==> src/rtl/core/sda_pkg.sv <==
`timescale 1ns / 1ps
// shared types and constants of the segment descriptor allocator
// no dependencies
package sda_pkg;

	// result status codes
	typedef enum logic [1:0] {
		STAT_OK     = 2'd0,
		STAT_FULL   = 2'd1,
		STAT_RANGE  = 2'd2,
		STAT_ABSENT = 2'd3
	} status_t;

	// operation codes
	localparam logic OP_CREATE = 1'b0;
	localparam logic OP_FREE   = 1'b1;

	// x86 descriptor layout, page granularity and 32-bit size set, present set
	function automatic logic [63:0] pack_descriptor(
		input logic [31:0] base,
		input logic [31:0] limit,
		input logic [4:0]  seg_type,
		input logic [1:0]  ring
	);
		return {base[31:24], 1'b1, 1'b1, 2'b00, limit[31:28], 1'b1, ring, seg_type,
			base[23:0], limit[27:12]};
	endfunction

endpackage

==> src/rtl/core/sda_free_stack.sv <==
`timescale 1ns / 1ps
// free index stack: one synchronous memory plus a high-water rule for slots
// that still hold their power-up contents; standalone, no package needed
module sda_free_stack #(
	parameter int ENTRIES = 128
) (
	input  logic                       clk,
	input  logic                       rd_en,
	input  logic [$clog2(ENTRIES)-1:0] rd_slot,
	input  logic [$clog2(ENTRIES)-1:0] hwm,
	input  logic                       wr_en,
	input  logic [$clog2(ENTRIES)-1:0] wr_slot,
	input  logic [$clog2(ENTRIES)-1:0] wr_index,
	output logic [$clog2(ENTRIES):0]   pop_index
);
	localparam int IDX_W = $clog2(ENTRIES);

	logic [IDX_W-1:0] stack_mem [ENTRIES];
	logic [IDX_W-1:0] rdata_q;
	logic [IDX_W-1:0] slot_q;
	logic             fresh_q;

	// write port
	always_ff @(posedge clk) begin
		if (wr_en) begin
			stack_mem[wr_slot] <= wr_index;
		end
	end

	// registered read port; a slot at or above the high-water mark was never pushed
	always_ff @(posedge clk) begin
		if (rd_en) begin
			rdata_q <= stack_mem[rd_slot];
			slot_q  <= rd_slot;
			fresh_q <= (rd_slot >= hwm);
		end
	end

	// untouched slot i holds i+1
	assign pop_index = fresh_q ? ({1'b0, slot_q} + (IDX_W+1)'(1)) : {1'b0, rdata_q};

endmodule

==> src/rtl/core/segment_descriptor_allocator_core.sv <==
`timescale 1ns / 1ps
// segment descriptor allocator top level
// depends on sda_pkg and sda_free_stack
//
// Keeps ENTRIES x86 segment descriptors with a stack of free indices (1 to ENTRIES-1,
// entries 1 and 2 present after reset). A create word pops an index, packs and stores
// the descriptor and returns selector index*8; a free word checks and releases a
// selector. Each word returns exactly one result word. For each word the free stack
// and present-mark memories are read first; then the block decides, writes back and
// loads the output register. A new word is taken only once the current one completes,
// and completion waits while the output is stalled.
// No clearing pass is needed after reset: power-up contents are tracked with a
// high-water mark of the stack.
module segment_descriptor_allocator_core #(
	parameter int ENTRIES = 128
) (
	input  logic        clk,
	input  logic        arst_n,
	input  logic        in_valid,
	output logic        in_stall,
	input  logic        op,
	input  logic [31:0] seg_base,
	input  logic [31:0] seg_limit,
	input  logic [4:0]  seg_type,
	input  logic [1:0]  seg_ring,
	input  logic [15:0] free_selector,
	output logic        out_valid,
	input  logic        out_stall,
	output logic [1:0]  status,
	output logic [9:0]  selector_out,
	output logic [63:0] descriptor
);
	localparam int IDX_W = $clog2(ENTRIES);
	localparam int SEL_W = IDX_W + 11;

	// stage 1 word
	logic        v_s1;
	logic        op_s1;
	logic [31:0] base_s1;
	logic [31:0] limit_s1;
	logic [4:0]  type_s1;
	logic [1:0]  ring_s1;
	logic [12:0] idx_s1;

	// allocator state
	logic [IDX_W-1:0] stack_top_q;
	logic [IDX_W-1:0] hwm_q;
	logic             kern1_wr_q;
	logic             kern2_wr_q;
	logic             mark_q;
	logic             present_mem [ENTRIES];
	logic [63:0]      desc_mem [ENTRIES];

	// output register
	logic              out_valid_q;
	sda_pkg::status_t  status_q;
	logic [9:0]        sel_out_q;
	logic [63:0]       desc_q;

	logic             accept;
	logic             done;
	logic [IDX_W:0]   pop_index;
	logic [IDX_W-1:0] pop_n;
	logic [IDX_W-1:0] free_n;
	logic [IDX_W-1:0] top_dec;
	logic [IDX_W-1:0] top_inc;
	logic             full;
	logic             pop_bad;
	logic             free_in_range;
	logic             mark_written;
	logic             mark_eff;
	logic             create_ok;
	logic             free_ok;
	logic [SEL_W-1:0] sel_wide;
	sda_pkg::status_t status_n;

	assign accept   = in_valid && !in_stall;
	assign in_stall = v_s1;
	assign done     = v_s1 && (!out_valid_q || !out_stall);

	// stage 1 capture
	always_ff @(posedge clk or negedge arst_n) begin
		if (!arst_n) begin
			v_s1 <= 1'b0;
		end else if (accept) begin
			v_s1 <= 1'b1;
		end else if (done) begin
			v_s1 <= 1'b0;
		end
	end

	always_ff @(posedge clk) begin
		if (accept) begin
			op_s1    <= op;
			base_s1  <= seg_base;
			limit_s1 <= seg_limit;
			type_s1  <= seg_type;
			ring_s1  <= seg_ring;
			idx_s1   <= free_selector[15:3];
		end
	end

	// free stack memory
	sda_free_stack #(
		.ENTRIES (ENTRIES)
	) u_stack (
		.clk       (clk),
		.rd_en     (accept),
		.rd_slot   (stack_top_q),
		.hwm       (hwm_q),
		.wr_en     (done && free_ok),
		.wr_slot   (top_dec),
		.wr_index  (free_n),
		.pop_index (pop_index)
	);

	// present marks: read on accept, written back on completion
	always_ff @(posedge clk) begin
		if (accept) begin
			mark_q <= present_mem[free_selector[IDX_W+2:3]];
		end
		if (done && create_ok) begin
			present_mem[pop_n] <= 1'b1;
		end else if (done && free_ok) begin
			present_mem[free_n] <= 1'b0;
		end
	end

	// descriptor store
	always_ff @(posedge clk) begin
		if (done && create_ok) begin
			desc_mem[pop_n] <= sda_pkg::pack_descriptor(base_s1, limit_s1, type_s1, ring_s1);
		end
	end

	// decision stage
	always_comb begin
		pop_n         = pop_index[IDX_W-1:0];
		free_n        = idx_s1[IDX_W-1:0];
		top_dec       = (stack_top_q == '0) ? '0 : stack_top_q - IDX_W'(1);
		top_inc       = stack_top_q + IDX_W'(1);
		full          = (stack_top_q >= IDX_W'(ENTRIES - 1));
		pop_bad       = (pop_index == '0) || (pop_index >= (IDX_W+1)'(ENTRIES));
		free_in_range = (idx_s1 != 13'd0) && ({1'b0, idx_s1} < 14'(ENTRIES));
		// an entry above the high-water mark was never allocated
		mark_written  = ((free_n >= IDX_W'(3)) && (free_n <= hwm_q))
			|| ((free_n == IDX_W'(1)) && kern1_wr_q)
			|| ((free_n == IDX_W'(2)) && kern2_wr_q);
		mark_eff      = mark_written ? mark_q
			: ((free_n == IDX_W'(1)) || (free_n == IDX_W'(2)));
		create_ok     = 1'b0;
		free_ok       = 1'b0;
		status_n      = sda_pkg::STAT_OK;
		if (op_s1 == sda_pkg::OP_CREATE) begin
			if (full) begin
				status_n = sda_pkg::STAT_FULL;
			end else if (pop_bad) begin
				status_n = sda_pkg::STAT_RANGE;
			end else begin
				create_ok = 1'b1;
			end
		end else begin
			if (!free_in_range) begin
				status_n = sda_pkg::STAT_RANGE;
			end else if (!mark_eff) begin
				status_n = sda_pkg::STAT_ABSENT;
			end else begin
				free_ok = 1'b1;
			end
		end
		sel_wide = SEL_W'(pop_index) << 3;
	end

	// stack pointer, high-water mark and kernel entry tracking
	always_ff @(posedge clk or negedge arst_n) begin
		if (!arst_n) begin
			stack_top_q <= IDX_W'(2);
			hwm_q       <= IDX_W'(2);
			kern1_wr_q  <= 1'b0;
			kern2_wr_q  <= 1'b0;
		end else if (done) begin
			if (op_s1 == sda_pkg::OP_CREATE && !full) begin
				stack_top_q <= top_inc;
				if (top_inc > hwm_q) begin
					hwm_q <= top_inc;
				end
			end
			if (free_ok) begin
				stack_top_q <= top_dec;
			end
			if ((create_ok && pop_n == IDX_W'(1)) || (free_ok && free_n == IDX_W'(1))) begin
				kern1_wr_q <= 1'b1;
			end
			if ((create_ok && pop_n == IDX_W'(2)) || (free_ok && free_n == IDX_W'(2))) begin
				kern2_wr_q <= 1'b1;
			end
		end
	end

	// output register
	always_ff @(posedge clk or negedge arst_n) begin
		if (!arst_n) begin
			out_valid_q <= 1'b0;
		end else if (done) begin
			out_valid_q <= 1'b1;
		end else if (!out_stall) begin
			out_valid_q <= 1'b0;
		end
	end

	always_ff @(posedge clk) begin
		if (done) begin
			status_q  <= status_n;
			sel_out_q <= create_ok ? sel_wide[9:0] : 10'd0;
			desc_q    <= create_ok
				? sda_pkg::pack_descriptor(base_s1, limit_s1, type_s1, ring_s1) : 64'd0;
		end
	end

	assign out_valid    = out_valid_q;
	assign status       = status_q;
	assign selector_out = sel_out_q;
	assign descriptor   = desc_q;

	// checks
	a_hwm_covers_top: assert property (@(posedge clk) disable iff (!arst_n)
		hwm_q >= stack_top_q)
		else $error("high-water mark below stack top");

	a_fail_zero: assert property (@(posedge clk) disable iff (!arst_n)
		(out_valid_q && status_q != sda_pkg::STAT_OK) |-> (sel_out_q == 10'd0 && desc_q == 64'd0))
		else $error("failed word carries nonzero payload");

	a_create_push: assert property (@(posedge clk) disable iff (!arst_n)
		(done && op_s1 == sda_pkg::OP_CREATE && !full)
		|=> (stack_top_q == $past(stack_top_q) + IDX_W'(1)))
		else $error("create did not advance stack top");

	a_done_clears: assert property (@(posedge clk) disable iff (!arst_n)
		done |=> !v_s1)
		else $error("stage 1 still busy after completion");

endmodule

==> config.mk <==
export PLATFORM = sky130hd
export DESIGN_NAME = segment_descriptor_allocator_core
export DESIGN_NICKNAME = d
export VERILOG_FILES = /design/src/rtl/core/sda_pkg.sv /design/src/rtl/core/sda_free_stack.sv /design/src/rtl/core/segment_descriptor_allocator_core.sv
export SDC_FILE = /design/constraint.sdc
export NUM_CORES = 1
export LEC_CHECK = 0
export BUFFER_PORTS_ARGS = -buffer_cell sky130_fd_sc_hd__buf_2
export CAP_MARGIN = 15
export CORE_ASPECT_RATIO = 1.1
export CORE_MARGIN = 2
export CORE_UTILIZATION = 35
export CTS_CLUSTER_DIAMETER = 80
export CTS_CLUSTER_SIZE = 28
export DETAILED_ROUTE_END_ITERATION = 10
export PLACE_DENSITY_LB_ADDON = 0.08
export SLEW_MARGIN = 20
export SYNTH_ARGS = -nofsm -noshare
export SYNTH_HDL_FRONTEND = slang
export SYNTH_SLANG_ARGS = --single-unit
==> constraint.sdc <==
create_clock -name clk -period 6 [get_ports clk]
set_input_delay 0.9 -clock clk [delete_from_list [all_inputs] [get_ports clk]]
set_output_delay 0.9 -clock clk [all_outputs]
set_load 0.005 [all_outputs]
==> results.json <==
{
  "post-route-cell-area_mm2": 0.05349,
  "drt_pass1_iterations": 5,
  "place_area_mm2": 0.05164,
  "yosysWarnings": 0,
  "async_flop_share": 0.01500,
  "dieArea_mm2": 0.1394,
  "maxCapViolCount": 0,
  "hold_path_class": "in2async",
  "p_switching_mw": 6.621,
  "syn-instance-count": 2374,
  "vias": 23230,
  "cts_setup_buffers": 0,
  "grt_pass1_wl_um": 170000,
  "yosysTopAreaCell": "edfxtp_1",
  "period_minus_slack_ns": 4.325,
  "grt_max_degree": 83,
  "die_x_um": 356.1,
  "cpMostUsedCell": "buf_4",
  "synth_edf_count": 1182,
  "rows": 142,
  "root_buffer": "clkbuf_16",
  "status": "complete, no violations",
  "holdBufCountCts": 0,
  "critical-path-max-stage-delay_ns": 0.65,
  "post_cts_resized": 0,
  "crit_chain": "buf_4, inv_1, ha_1, nand3_1, or2_2, o221ai_1, a21oi_1, nor3_2, buf_4, o21ai_2, buf_4, nor2_1",
  "hpwl_um": 73760,
  "ios": 170,
  "coreArea_mm2": 0.1357,
  "drv_slew": 0,
  "cp_slowest_cell": "nor2_1",
  "synthFlopType": "edfxtp_1",
  "setup_viol": 0,
  "gr-total-overflow": 0,
  "drc": 0,
  "htreeDepth": 2,
  "relSlewSlack": 0.3139,
  "drive_gt1_frac": 0.2927,
  "ant_nets": 0,
  "gp_congestion": 0.7960,
  "p_sw_frac": 0.3147,
  "clock_skew_ns": 0.04019,
  "p_per_area_mw_per_mm2": 393.2,
  "endpoint_kind": "flop",
  "tritoncts": "done",
  "syn2layout_area_growth_pct": 12.05,
  "nNetsFinal": 2766,
  "insertedDiodeCount": 0,
  "place.port_buffers": 149,
  "worst_slew_pin_slew_ns": 1.029,
  "multiInputGateArea_mm2": 0.01120,
  "seq_area_mm2": 0.03596,
  "grt_pass1_vias": 23810,
  "worst_ep_arrival_time_ns": 4.64,
  "crit_fanout": 37,
  "yosysSeqAreaShare": 0.7530,
  "crit_start": "idx_s1[0]",
  "clk_latency_ns": 0.71,
  "cp-start-kind": "flop",
  "avgSynthCellArea_um2": 20.11,
  "finalHoldViolCount": 0,
  "worst_ir_drop_vdd_uv": 247.4,
  "rsz0062_at_grt": "false",
  "p_leak_nw": 17.13,
  "combPwrFrac": 0.287,
  "wl_per_cell_um": 26.23,
  "antenna_found_initial": 2,
  "drt-initial-drc-count": 2027,
  "viasPerCell": 5.179,
  "initial_utilization": 0.3517,
  "clkPwrFrac": 0.225,
  "synth.distinct_cells": 70,
  "synth_top_area_frac": 0.7435,
  "ys_ff_latch": 1200,
  "worst-endpoint-required_ns": 6.31,
  "cts_buffers": 57,
  "fin_setup_tns_ns": 0,
  "period_share": 0.7208,
  "clkSlewWorstSetupHoldPaths_ns": 0.11,
  "die_h_um": 391.4,
  "r2r_start": "idx_s1[0]",
  "n_fill_cell": 12270,
  "grt_usage": 0.1671,
  "syn_area_mm2": 0.04774,
  "p_seq_frac": 0.489,
  "clock_sinks": 1200,
  "p_int_mw": 14.41,
  "path_class": "reg2reg",
  "clock_path_buffers": 3,
  "routed_wl_um": 117700,
  "fmax_ghz": 0.2312,
  "synth_area_leaders": "edfxtp_1 74%, mux4_2 15%, nor2_1 2.3%"
}
==> power groups by stage <==
stage / clock, mW / sequential (mW) / combinational, mW
final: 4.72 / 10.3 / 6.03
after global routing: 5.19 / 10.3 / 6.50
after CTS: 4.91 / 10.3 / 6.21
after detailed placement: 0 / 10.5 / 6.19
after global placement: 0 / 10.5 / 6.19
after floorplan: 0 / 10.4 / 3.93
==> metal layers <==
| layer | wire [µm] | global-route usage | vias to the layer above |
|---|---|---|---|
| li1 | - | - | 10090 |
| met1 | 52130 | 0.2339 | 12430 |
| met2 | 57260 | 0.2780 | 599 |
| met3 | 5930 | 0.02373 | 117 |
| met4 | 2327 | 0.03575 | 2 |
| met5 | 13 | 0 | - |
==> final timing paths <==
kind | end | slack (ns) | cells after the start
worst max-delay path | u_stack.stack_mem[32][4] | 1.68 | 12
min in group clk | base_s1[30] | 0.38 | 1
worst max register to register | u_stack.stack_mem[32][4] | 1.68 | 12
max in group asynchronous | stack_top_q[0] | 5.47 | 1
worst min-delay path | stack_top_q[3] | 0.16 | 1
worst min register to register | kern1_wr_q | 0.50 | 2
==> cells in the mapped netlist (all sizes together) (3+ instances only) <==
library cell / n
a211oi: 8
a21boi: 3
a21o: 5
a21oi: 29
a31oi: 4
and2: 64
and3: 5
buf: 81
clkbuf: 42
dfrtp: 16
edfxtp: 1182
ha: 25
inv: 15
mux2: 17
mux2i: 25
mux4: 313
nand2: 65
nand2b: 13
nand3: 15
nand3b: 7
nand4: 11
nor2: 291
nor2b: 15
nor3: 13
nor3b: 5
o21a: 4
o21ai: 25
o22ai: 11
o2bb2ai: 3
or2: 7
or3: 9
xnor2: 7
xor2: 4
==> critical path, delay by kind of cell, from the launching register on <==
kind,cells,cell delay (ns)
simple gates,4,1.31
buf+inv,4,1.26
compound gates,3,0.66
fa+ha+maj,1,0.33
flops,1,0.36
==> layout make-up <==
cell class | instances | area share
sequential | 1200 | 0.6723
multi-input combinational | 1041 | 0.2093
tap | 1800 | 0.04210
timing repair buffer | 334 | 0.04061
clock buffer | 64 | 0.02716
clock inverter | 31 | 0.007438
inverter | 15 | 0.001076
==> cell families (layout without fill, tap and decap cells) <==
logic type / after synthesis / count (layout) / synth area share
AO/OA/AOI/OAI: 115 / 115 / 0.01622
adder cells (fa/ha/maj): 25 / 25 / 0.006552
other: 1 / 6 / 0.00007855
flip-flops: 1200 / 1200 / 0.7530
multiplexers: 355 / 355 / 0.1569
XOR/XNOR: 11 / 11 / 0.002018
buffers and inverters: 138 / 444 / 0.01355
AND/OR/NAND/NOR: 529 / 529 / 0.05171
==> state kept, by name (all words and copies together), names as in the netlist, 13 cells and up <==
register           cells
base_s1               32
descriptor            60
present_mem          128
idx_s1                13
u_stack.stack_mem    896
limit_s1              20
==> stage by stage <==
step,instances,util,hold slack (ns),worst slack [ns],power [mW]
finish,4485,0.3941,0.1618,1.675,21.04
global route,4485,0.3941,0.1403,1.435,22.03
CTS,4485,0.3941,0.1108,1.652,21.43
detailed placement,4390,0.3804,0.4637,1.673,16.69
global placement,4390,0.3804,0.4690,1.673,16.68
floorplan,2379,-,0.4363,0.6705,14.37
==> layout by cell type, fill, tap and decap left out, drive strengths merged, types with 5 or more instances in the layout <==
cell type  count
o21ai         25
nor3          13
dfrtp         16
nand3b         7
or3            9
edfxtp      1182
clkinv        17
a21oi         29
nand2         65
a211oi         8
nand2b        13
nor3b          5
nand4         11
conb           6
mux4         313
nand3         15
ha            25
nor2b         15
a21o           5
mux2          17
o22ai         11
mux2i         25
or2            7
xnor2          7
and2          64
nor2         291
inv           24
and3           5
clkbuf        64
buf          334
(Power assumes the default switching activity.)
